`config.mk`:
```
export PLATFORM = sky130hd
export DESIGN_NAME = pmdi_dist
export DESIGN_NICKNAME = d
export VERILOG_FILES = /design/src/design/pmdi_pkg.sv /design/src/design/pmdi_dist.sv
export SDC_FILE = /design/constraint.sdc
export NUM_CORES = 1
export LEC_CHECK = 0
export BUFFER_PORTS_ARGS = -buffer_cell sky130_fd_sc_hd__clkbuf_2
export CAP_MARGIN = 15
export CORE_ASPECT_RATIO = 0.8
export CORE_MARGIN = 2
export CORE_UTILIZATION = 56
export CTS_CLUSTER_DIAMETER = 30
export DETAILED_ROUTE_END_ITERATION = 8
export GPL_ROUTABILITY_DRIVEN = 0
export GPL_TIMING_DRIVEN = 0
export PLACE_DENSITY = 0.76
export SLEW_MARGIN = 20
export SYNTH_ARGS = -nofsm -noshare
export SYNTH_HDL_FRONTEND = slang
export SYNTH_SLANG_ARGS = --single-unit
export TNS_END_PERCENT = 20
```
`constraint.sdc`:
```
create_clock -name clock -period 19.8 [get_ports clock]
set_input_delay 0.99 -clock clock [delete_from_list [all_inputs] [get_ports clock]]
set_output_delay 0.99 -clock clock [all_outputs]
set_load 0.05 [all_outputs]
```
`src/design/pmdi_pkg.sv`:
```
`timescale 1ns / 1ps
// ----------------------------------------------------------------------------
// pmdi_pkg
// Shared widths, codes and types of the periodic minimum-distance insert block.
// ----------------------------------------------------------------------------
package pmdi_pkg;
   localparam int DEPTH     = 1024;
   localparam int ADDR_W    = 10;
   localparam int CNT_W     = 11;
   localparam int FRAC_BITS = 16;
   localparam int POS_W     = 3 * FRAC_BITS;
   localparam int VEC_W     = 63;
   localparam int COMP_W    = 21;
   localparam int ACC_W     = 38;
   localparam int MAG_W     = 22;
   localparam int SQ_W      = 46;
   localparam int MD_W      = 16;
   localparam int LIM_W     = 32;
   localparam int CSR_AW    = 6;
   localparam int CSR_DW    = 64;

   localparam logic [1:0] FUNC_LOAD  = 2'd0;
   localparam logic [1:0] FUNC_TEST  = 2'd1;
   localparam logic [1:0] FUNC_CLEAR = 2'd2;

   localparam logic [2:0] ST_OK     = 3'd0;
   localparam logic [2:0] ST_ACCEPT = 3'd1;
   localparam logic [2:0] ST_CLOSE  = 3'd2;
   localparam logic [2:0] ST_FULL   = 3'd3;
   localparam logic [2:0] ST_TARGET = 3'd4;

   localparam logic [2:0] REG_VEC_A  = 3'd0;
   localparam logic [2:0] REG_VEC_B  = 3'd1;
   localparam logic [2:0] REG_VEC_C  = 3'd2;
   localparam logic [2:0] REG_MIN_D  = 3'd3;
   localparam logic [2:0] REG_TARGET = 3'd4;

   typedef struct packed {
      logic done;
      logic close;
   } dist_ctl_type;
endpackage

```
`src/design/pmdi_dist.sv`:
```
`timescale 1ns / 1ps
// ----------------------------------------------------------------------------
// pmdi_dist
// Bit-serial minimum-image distance test: lattice mapping by a Horner
// multiply-accumulate over the difference bits, then a serial sum of squares.
// ----------------------------------------------------------------------------
module pmdi_dist (
   input  logic                          clock,
   input  logic                          reset,
   input  logic                          start,
   input  logic [pmdi_pkg::POS_W-1:0]    cand,
   input  logic [pmdi_pkg::POS_W-1:0]    stored,
   input  logic [pmdi_pkg::VEC_W-1:0]    vec_a,
   input  logic [pmdi_pkg::VEC_W-1:0]    vec_b,
   input  logic [pmdi_pkg::VEC_W-1:0]    vec_c,
   input  logic [pmdi_pkg::LIM_W-1:0]    lim,
   output pmdi_pkg::dist_ctl_type        ctl
);
   localparam logic [1:0] PH_IDLE = 2'd0;
   localparam logic [1:0] PH_MAC  = 2'd1;
   localparam logic [1:0] PH_ABS  = 2'd2;
   localparam logic [1:0] PH_SQ   = 2'd3;
   localparam int F = pmdi_pkg::FRAC_BITS;
   localparam int C = pmdi_pkg::COMP_W;
   localparam int A = pmdi_pkg::ACC_W;
   localparam int M = pmdi_pkg::MAG_W;
   localparam int S = pmdi_pkg::SQ_W;

   logic [1:0]   phase_ff, phase_in;
   logic [4:0]   cnt_ff, cnt_in;
   logic [F-1:0] d_ff [3];
   logic [F-1:0] d_in [3];
   logic [A-1:0] acc_ff [3];
   logic [A-1:0] acc_in [3];
   logic [M-1:0] m_ff [3];
   logic [M-1:0] m_in [3];
   logic [M-1:0] msr_ff [3];
   logic [M-1:0] msr_in [3];
   logic [S-1:0] sq_ff, sq_in;
   logic         done_ff, done_in, close_ff, close_in;
   logic [A-1:0] term [3];
   logic [A-1:0] absv [3];
   logic [S-1:0] sq_add;

   always_comb begin
      for (int k = 0; k < 3; k++) begin
         term[k] = (d_ff[0][F-1] ? {{(A-C){vec_a[C*k+C-1]}}, vec_a[C*k +: C]} : '0)
                 + (d_ff[1][F-1] ? {{(A-C){vec_b[C*k+C-1]}}, vec_b[C*k +: C]} : '0)
                 + (d_ff[2][F-1] ? {{(A-C){vec_c[C*k+C-1]}}, vec_c[C*k +: C]} : '0);
         absv[k] = acc_ff[k][A-1] ? (~acc_ff[k] + 1'b1) : acc_ff[k];
      end
      sq_add = (msr_ff[0][M-1] ? {{(S-M){1'b0}}, m_ff[0]} : '0)
             + (msr_ff[1][M-1] ? {{(S-M){1'b0}}, m_ff[1]} : '0)
             + (msr_ff[2][M-1] ? {{(S-M){1'b0}}, m_ff[2]} : '0);

      phase_in = phase_ff;
      cnt_in   = cnt_ff;
      d_in     = d_ff;
      acc_in   = acc_ff;
      m_in     = m_ff;
      msr_in   = msr_ff;
      sq_in    = sq_ff;
      done_in  = 1'b0;
      close_in = close_ff;

      unique case (phase_ff)
         PH_IDLE: begin
            if (start) begin
               for (int k = 0; k < 3; k++) begin
                  d_in[k]   = cand[F*k +: F] - stored[F*k +: F];
                  acc_in[k] = '0;
               end
               cnt_in   = '0;
               phase_in = PH_MAC;
            end
         end
         PH_MAC: begin
            for (int k = 0; k < 3; k++) begin
               acc_in[k] = (cnt_ff == 5'd0) ? (A'(0) - term[k])
                                            : ({acc_ff[k][A-2:0], 1'b0} + term[k]);
               d_in[k]   = {d_ff[k][F-2:0], 1'b0};
            end
            cnt_in = cnt_ff + 5'd1;
            if (cnt_ff == 5'(F - 1)) begin
               phase_in = PH_ABS;
            end
         end
         PH_ABS: begin
            for (int k = 0; k < 3; k++) begin
               m_in[k]   = absv[k][F +: M];
               msr_in[k] = absv[k][F +: M];
            end
            sq_in    = '0;
            cnt_in   = '0;
            phase_in = PH_SQ;
         end
         PH_SQ: begin
            sq_in = {sq_ff[S-2:0], 1'b0} + sq_add;
            for (int k = 0; k < 3; k++) begin
               msr_in[k] = {msr_ff[k][M-2:0], 1'b0};
            end
            cnt_in = cnt_ff + 5'd1;
            if (cnt_ff == 5'(M - 1)) begin
               done_in  = 1'b1;
               close_in = sq_in < {{(S-pmdi_pkg::LIM_W){1'b0}}, lim};
               phase_in = PH_IDLE;
            end
         end
         default: phase_in = PH_IDLE;
      endcase
   end

   always_ff @(posedge clock) begin
      if (reset) begin
         phase_ff <= PH_IDLE;
         done_ff  <= 1'b0;
      end else begin
         phase_ff <= phase_in;
         done_ff  <= done_in;
      end
      cnt_ff   <= cnt_in;
      d_ff     <= d_in;
      acc_ff   <= acc_in;
      m_ff     <= m_in;
      msr_ff   <= msr_in;
      sq_ff    <= sq_in;
      close_ff <= close_in;
   end

   assign ctl.done  = done_ff;
   assign ctl.close = close_ff;
endmodule

```
==> run_results.csv, run 1 <==
group,metric,value,unit
cts,cts_buffer_depth,3,
detailed_routing,drc,0,
detailed_routing,wirelength,90000,um
cts,ctsRootBufferMaster,"clkbuf_16",
logic_synthesis,ys_types,89,
worst_setup_path,path_max_fanout,10,
logic_synthesis,syn_nets,4452,
cts,cts_resized,0,
worst_setup_path,r2r_end,"acc_ff[37]$_SDFFCE_PN0P_",
worst_setup_path,r2r_slack,11.63,ns
logic_synthesis,seq_area_frac_synth,31.2,%
logic_synthesis,yosysWarnings,0,
sta,setup_viol,0,
finish,drive_gt1_share,14.1,%
sta,worst_clock_skew,0.0252,ns
logic_synthesis,ys_ff_latch,348,
cts,clk_pin_slew,0.05,ns
worst_setup_path,critPathArrivalTime,8.49,ns
detailed_routing,drt-initial-drc-count,2512,
global_routing,grt_max_degree,59,
cts,cts_tree,"yes",
detailed_routing,ant_nets,0,
sta,finalCritPeriodShare,41.3,%
logic_synthesis,netlist_instances,3735,
place,hpwl,69100,um
finish,num_antenna_cells,0,
cts,clock_latency,0.62,ns
sta,finalCriticalPeriod,8.17,ns
worst_setup_path,cpPeakStageDelay,0.87,ns
detailed_routing,wl_per_cell,18.1,um
sta,timing.fmax,122,MHz
global_routing,gr-total-overflow,0,
floorplanning,rows,80,
worst_setup_path,crit_buf_inv,5,
sta,slew_violations,0,
worst_hold_path,min_from,"d_ff[5]$_DFFE_PP_",
worst_setup_path,critPathTopFamily,"compound AO/OA/AOI/OAI gates",
logic_synthesis,synth_edf_count,345,
floorplanning,num_io_pins,322,
finish,fin_area,39100,um2
worst_hold_path,holdPathEnd,"d_ff[6]$_DFFE_PP_",
sta,rsz0062_at_grt,"false",
flow_run,cap_viol_max_count,0,
worst_setup_path,start_kind,"flop",
floorplanning,initial_core_util,56.3,%
worst_setup_path,crit_start,"d_ff[31]$_DFFE_PP_",
worst_setup_path,cp_common_cell,"inv_1",
worst_setup_path,slowest_stage,"clkbuf_1",
finish,multi_input_area,21200,um2
cts,cts.sinks,348,
global_routing,grt_pass1_vias,28200,
finish,area_growth,17.0,%
worst_hold_path,whs_path_depth,2,
logic_synthesis,syn_area,33400,um2
worst_setup_path,r2r-start,"d_ff[31]$_DFFE_PP_",
detailed_routing,vias,29200,
sta,hold_viol,0,
place,dp_cells,4846,
worst_hold_path,min_path_type,"reg2reg",
sta,fin_tns_setup,0,ns
finish,layoutNonFillerInstCount,4988,
sta,worst_pin_slew,1.20,ns
cts,cts_setup_buffers,0,
cts,ctsHoldBuffers,0,
floorplanning,die_h,222,um
floorplanning,dieArea,61600,um2
global_routing,track_usage,29.0,%
detailed_routing,detail_route.vias_per_cell,5.85,
place,place_area,36300,um2
finish,fillers,4789,
worst_setup_path,ff2ff_path_depth,27,
place,numPortBuffers,321,
sta,slew-limit-headroom,20.0,%
worst_setup_path,critPathKind,"reg2reg",
logic_synthesis,ys.flop_type,"edfxtp_1",
finish,nNetsFinal,4863,
sta,hold-worst-slack,0.526,ns
finish,register_area,10400,um2
global_routing,grt_pass1_wl,144000,um
logic_synthesis,postSynthAreaPerCell,8.94,um2
floorplanning,core-area,59300,um2
worst_setup_path,cp.required,20.11,ns
status,status,"complete, no violations",
cts,cts_buffers,77,
worst_setup_path,cp-end-kind,"flop",
cts,htreeDepth,3,
logic_synthesis,ys_async_sr_fraction,0,%
detailed_routing,first_pass_iters,6,
floorplanning,dieWidth,277,um
global_routing,antenna_found_initial,2,
## through the flow
step                util (%)  setup slack (ns)
floorplan                  -              6.53
global placement        60.7             0.150
detailed placement      61.2             11.82
CTS                     65.9             11.77
global route            65.9             11.08
finish                  65.9             11.63
## area by class of cell
class	count	area share, %
inverters	358	3.44
plain buffers	113	1.11
clock inverters	63	2.11
flip-flops and latches	348	26.7
multi-input cells	2916	54.3
clock buffers	79	5.01
repair buffers	332	4.84
well taps	779	2.49
## sequential cells by signal, indices dropped and copies added (netlist names)
signal    flops
acc_ff      114
close_ff      1
cnt_ff        5
d_ff         48
done_ff       1
m_ff         66
msr_ff       66
phase_ff      2
sq_ff        45
## cells by family (layout without fill, tap and decap cells)
kind of cell    count (synthesis)  count (layout)  share of synthesized area (%)
fa+ha+maj                     397             397                           17.5
mux                            70              70                           2.34
xor+xnor                      319             319                           8.37
buf+inv                       471             945                           5.32
flops                         348             348                           31.2
compound gates                929             929                           17.9
simple gates                 1201            1201                           17.4
## Yosys cell counts, types with 7 or more instances
cell type,n,area [um2]
a21oi_1,220,1100
o2111ai_1,7,61.3
edfxtp_1,345,10400
a21o_1,118,886
and2_1,63,394
nand4_1,27,169
nand3b_1,12,90.1
or2_2,17,106
nand2b_1,53,332
a31o_2,12,105
nor3_1,65,325
ha_1,281,3520
buf_1,12,45.0
o21bai_1,27,203
nor2_1,211,792
nor3b_1,12,90.1
nand3_1,65,325
fa_1,116,2320
clkbuf_1,98,368
o22ai_1,29,181
a41oi_1,10,87.6
mux2_2,65,732
or3_1,26,163
o21ai_0,230,1150
o21a_1,30,225
nor2b_1,36,225
o211ai_1,21,158
a31oi_1,24,150
inv_1,357,1340
nor4_1,33,206
or4_1,11,82.6
nand2_1,493,1850
xnor2_1,224,1960
o31ai_1,36,270
o311ai_0,9,78.8
a21boi_0,16,120
a311oi_1,7,61.3
a211oi_1,56,420
xor2_1,95,832
o41ai_1,8,70.1
and3_1,43,269
## worst register-to-register path, cell delays in order (launching register included)
cell      delay [ns]
edfxtp_1        0.33
clkbuf_1        0.87
clkbuf_1        0.60
nand2_1         0.18
fa_1            0.54
inv_1           0.04
ha_1            0.22
inv_1           0.08
fa_1            0.20
nor2b_1         0.07
o31a_1          0.27
o311a_1         0.38
a2111o_1        0.50
a31o_2          0.26
a21oi_1         0.60
xor2_1          0.29
inv_1           0.12
ha_1            0.39
and3_1          0.26
nand2_1         0.11
nor2_1          0.21
and3_1          0.21
nor3_1          0.05
a211oi_1        0.43
a41oi_1         0.23
a21oi_1         0.21
xnor2_1         0.14
o21ai_0         0.08
## routing by layer
layer | global-route usage, % | up-vias | part of all wire [%]
li1 | - | 14200 | -
met2 | 47.4 | 1009 | 46
met3 | 5.15 | 161 | 7.5
met4 | 8.42 | 0 | 2.4
met1 | 39.5 | 13800 | 44
met5 | 0 | - | 0
## worst max-delay path by stage
stage	end	slack [ns]	depth (start not counted)
finish	acc_ff[37]$_SDFFCE_PN0P_	11.63	27
global route	acc_ff[37]$_SDFFCE_PN0P_	11.08	27
CTS	acc_ff[37]$_SDFFCE_PN0P_	11.77	27
detailed placement	acc_ff[37]$_SDFFCE_PN0P_	11.82	27
global placement	acc_ff[73]$_SDFFCE_PN0P_	0.15	6
floorplan	acc_ff[0]$_SDFFCE_PN0P_	6.53	6
## cell usage in the layout, fill, tap and decap left out, drive strengths merged, types with 95 or more instances in the layout
cell type / instances
edfxtp: 345
a21oi: 221
clkbuf: 498
a21o: 118
o21ai: 237
ha: 281
xor2: 95
nor2: 211
xnor2: 224
nand2: 494
inv: 372
fa: 116
Power of run 1 is left out: the tool's default activity adds up to more than one toggle a clock period on the data nets, which glitch-free logic cannot reach.
==> run 2, diff against run 1 <==
--- a/config.mk
+++ b/config.mk
@@ -5,6 +5,7 @@
 export SDC_FILE = /design/constraint.sdc
 export NUM_CORES = 1
 export LEC_CHECK = 0
+export ABC_AREA = 1
 export BUFFER_PORTS_ARGS = -buffer_cell sky130_fd_sc_hd__clkbuf_2
 export CAP_MARGIN = 15
 export CORE_ASPECT_RATIO = 0.8
==> constraint.sdc (replaced) <==
create_clock -name clock -period 7.85 [get_ports clock]
set_input_delay 0.3925 -clock clock [delete_from_list [all_inputs] [get_ports clock]]
set_output_delay 0.3925 -clock clock [all_outputs]
set_load 0.05 [all_outputs]
==> run 2 against run 1 <==
Clock-buffer cell count shrank 1. Largest cell class unchanged. Synthesized cell count up 44%. Hold slack worse by 0.33 ns. Via count increased by 28%.
==> run_results.csv, run 2 <==
group,metric,value,unit
logic_synthesis,seq_area_frac_synth,28.1,%
logic_synthesis,ys_async_sr_fraction,0,%
sta,slew_violations,0,
sta,rsz0062_at_grt,"false",
logic_synthesis,ys_ff_latch,348,
global_routing,grt_max_degree,53,
cts,clk_pin_slew,0.05,ns
cts,cts_buffers,73,
sta,finalCriticalPeriod,6.65,ns
global_routing,gr-total-overflow,0,
cts,cts.sinks,348,
place,place_area,40000,um2
worst_setup_path,cp-end-kind,"flop",
worst_hold_path,min_from,"stored[32]",
global_routing,grt_pass1_wl,176000,um
sta,worst_clock_skew,0.0336,ns
place,numPortBuffers,321,
detailed_routing,detail_route.vias_per_cell,5.58,
logic_synthesis,yosysTopAreaCell,"edfxtp_1",
sta,timing.fmax,150,MHz
finish,layout_commonest_cell,"nand2_1",
finish,fillers,5846,
logic_synthesis,syn_area,37000,um2
detailed_routing,wirelength,110000,um
worst_setup_path,critPathArrivalTime,6.98,ns
floorplanning,dieWidth,291,um
status,status,"complete, no violations",
worst_setup_path,critPathKind,"reg2reg",
global_routing,antenna_found_initial,0,
finish,largest_register,"acc_ff",
flow_run,cap_viol_max_count,0,
sta,fin_tns_setup,0,ns
sta,hold_viol,0,
finish,drive_gt1_share,10.3,%
logic_synthesis,netlist_instances,5366,
worst_setup_path,r2r-start,"d_ff[31]$_DFFE_PP_",
floorplanning,initial_core_util,56.4,%
sta,worst_pin_slew,1.17,ns
sta,finalCritPeriodShare,84.7,%
logic_synthesis,ys.flop_type,"edfxtp_1",
worst_setup_path,path_max_fanout,10,
global_routing,track_usage,32.1,%
detailed_routing,drt-initial-drc-count,3847,
finish,reg.largest.list,"acc_ff: 114 flops, m_ff: 66 flops, msr_ff: 66 flops",
floorplanning,dieArea,68200,um2
finish,fin_area,42600,um2
cts,clock_latency,0.62,ns
logic_synthesis,synth_edf_count,345,
worst_setup_path,ff2ff_path_depth,25,
finish,nNetsFinal,6492,
cts,htreeDepth,3,
logic_synthesis,ys_types,57,
detailed_routing,first_pass_iters,7,
cts,ctsRootBufferMaster,"clkbuf_16",
finish,final_cell_mix,"nand2_1 (1,545), inv_1 (895), nor2_1 (510)",
logic_synthesis,synth.most_common_cell,"nand2_1",
sta,setup_viol,0,
logic_synthesis,yosysWarnings,0,
cts,cts_tree,"yes",
worst_hold_path,whs_path_depth,3,
worst_hold_path,min_path_type,"in2reg",
floorplanning,core-area,65600,um2
worst_setup_path,crit_start,"d_ff[31]$_DFFE_PP_",
floorplanning,rows,84,
sta,slew-limit-headroom,22.0,%
finish,utilization,65.0,%
logic_synthesis,synth_common_cells,"nand2_1 (1,545), inv_1 (895), nor2_1 (510), a21oi_1 (407), edfxtp_1 (345)",
detailed_routing,vias,37300,
finish,area_growth,15.1,%
logic_synthesis,yosys-top-cells-area,"edfxtp_1 (28%), nand2_1 (16%), ha_1 (9.5%), inv_1 (9.1%), fa_1 (6.3%)",
detailed_routing,wl_per_cell,16.5,um
worst_setup_path,start_kind,"flop",
place,hpwl,88800,um
logic_synthesis,synth_top_area_share,28.0,%
logic_synthesis,syn_nets,6083,
global_routing,grt_pass1_vias,34700,
logic_synthesis,postSynthAreaPerCell,6.90,um2
finish,largest_reg_flops,114,
floorplanning,die_h,234,um
worst_setup_path,cp.required,8.17,ns
detailed_routing,drc,0,
detailed_routing,ant_nets,0,
finish,num_antenna_cells,0,
floorplanning,num_io_pins,322,
cts,cts_buffer_depth,3,
## run 2: layout make-up
cell class / count / area [um2] / share of cell area, %
Multi-Input combinational cell: 4016 / 22900 / 53.6
Sequential cell: 348 / 10400 / 24.5
Inverter: 906 / 3400 / 7.98
Timing Repair Buffer: 334 / 1920 / 4.50
Clock buffer: 78 / 1870 / 4.38
Tap cell: 860 / 1080 / 2.53
Clock inverter: 55 / 701 / 1.64
Buffer: 96 / 375 / 0.881
## run 2: critical path: stages, from the launching register on
cell      delay, ns
edfxtp_1       0.49
clkbuf_1       0.58
clkbuf_1       0.58
nand2_1        0.16
fa_1           0.49
inv_1          0.07
ha_1           0.20
inv_1          0.07
fa_1           0.40
nand3b_1       0.20
nand2_1        0.21
nand4_1        0.22
nand3_1        0.15
nand2_1        0.07
nand2_1        0.44
inv_1          0.10
ha_1           0.43
nand2_1        0.10
nor2_1         0.21
inv_1          0.10
nor4_1         0.55
o21ai_0        0.19
nand2_1        0.13
o21ai_0        0.08
nand3_1        0.09
a21oi_1        0.08
## run 2: stage by stage
| stage | hold slack (ns) | instances | worst slack (ns) |
|---|---|---|---|
| 4_1_cts | 0.173 | 6693 | 1.42 |
| 3_5_place_dp | 0.504 | 6559 | 1.43 |
| 6_report | 0.195 | 6693 | 1.20 |
| 2_1_floorplan | 0.469 | 5366 | 2.05 |
| 3_3_place_gp | 0.497 | 6547 | -0.622 |
| 5_1_grt | 0.203 | 6693 | 0.742 |
## run 2: final timing paths
path / slack [ns] / to
max: 1.20 / acc_ff[37]$_SDFFCE_PN0P_
min: 0.20 / d_ff[0]$_SDFFCE_PP0P_
max reg2reg: 1.20 / acc_ff[37]$_SDFFCE_PN0P_
min reg2reg: 0.51 / d_ff[40]$_DFFE_PP_
## run 2: logic make-up (layout without fill, tap and decap cells)
group           count (synthesis)  in the layout  synth area share (%)
fa+ha+maj                     397            397                  15.8
compound gates                839            839                  12.6
flops                         348            348                  28.1
buf+inv                      1002           1469                  10.2
xor+xnor                      139            139                  3.29
simple gates                 2641           2641                  30.0
## run 2: routing by layer
metal | GRT usage [%] | up-vias | wire (um)
met4 | 10.4 | 0 | 3450
li1 | - | 18300 | -
met5 | 0 | - | 0
met2 | 50.8 | 1684 | 48000
met1 | 44.0 | 17100 | 47700
met3 | 6.94 | 223 | 11300
## run 2: timing repair
action                                 CTS  global route
hold buffers                             1             0
resized for setup                        0             0
buffers inserted                         0             0
endpoints found under the hold margin    3             0
Power of run 2 is left out for the same reason.
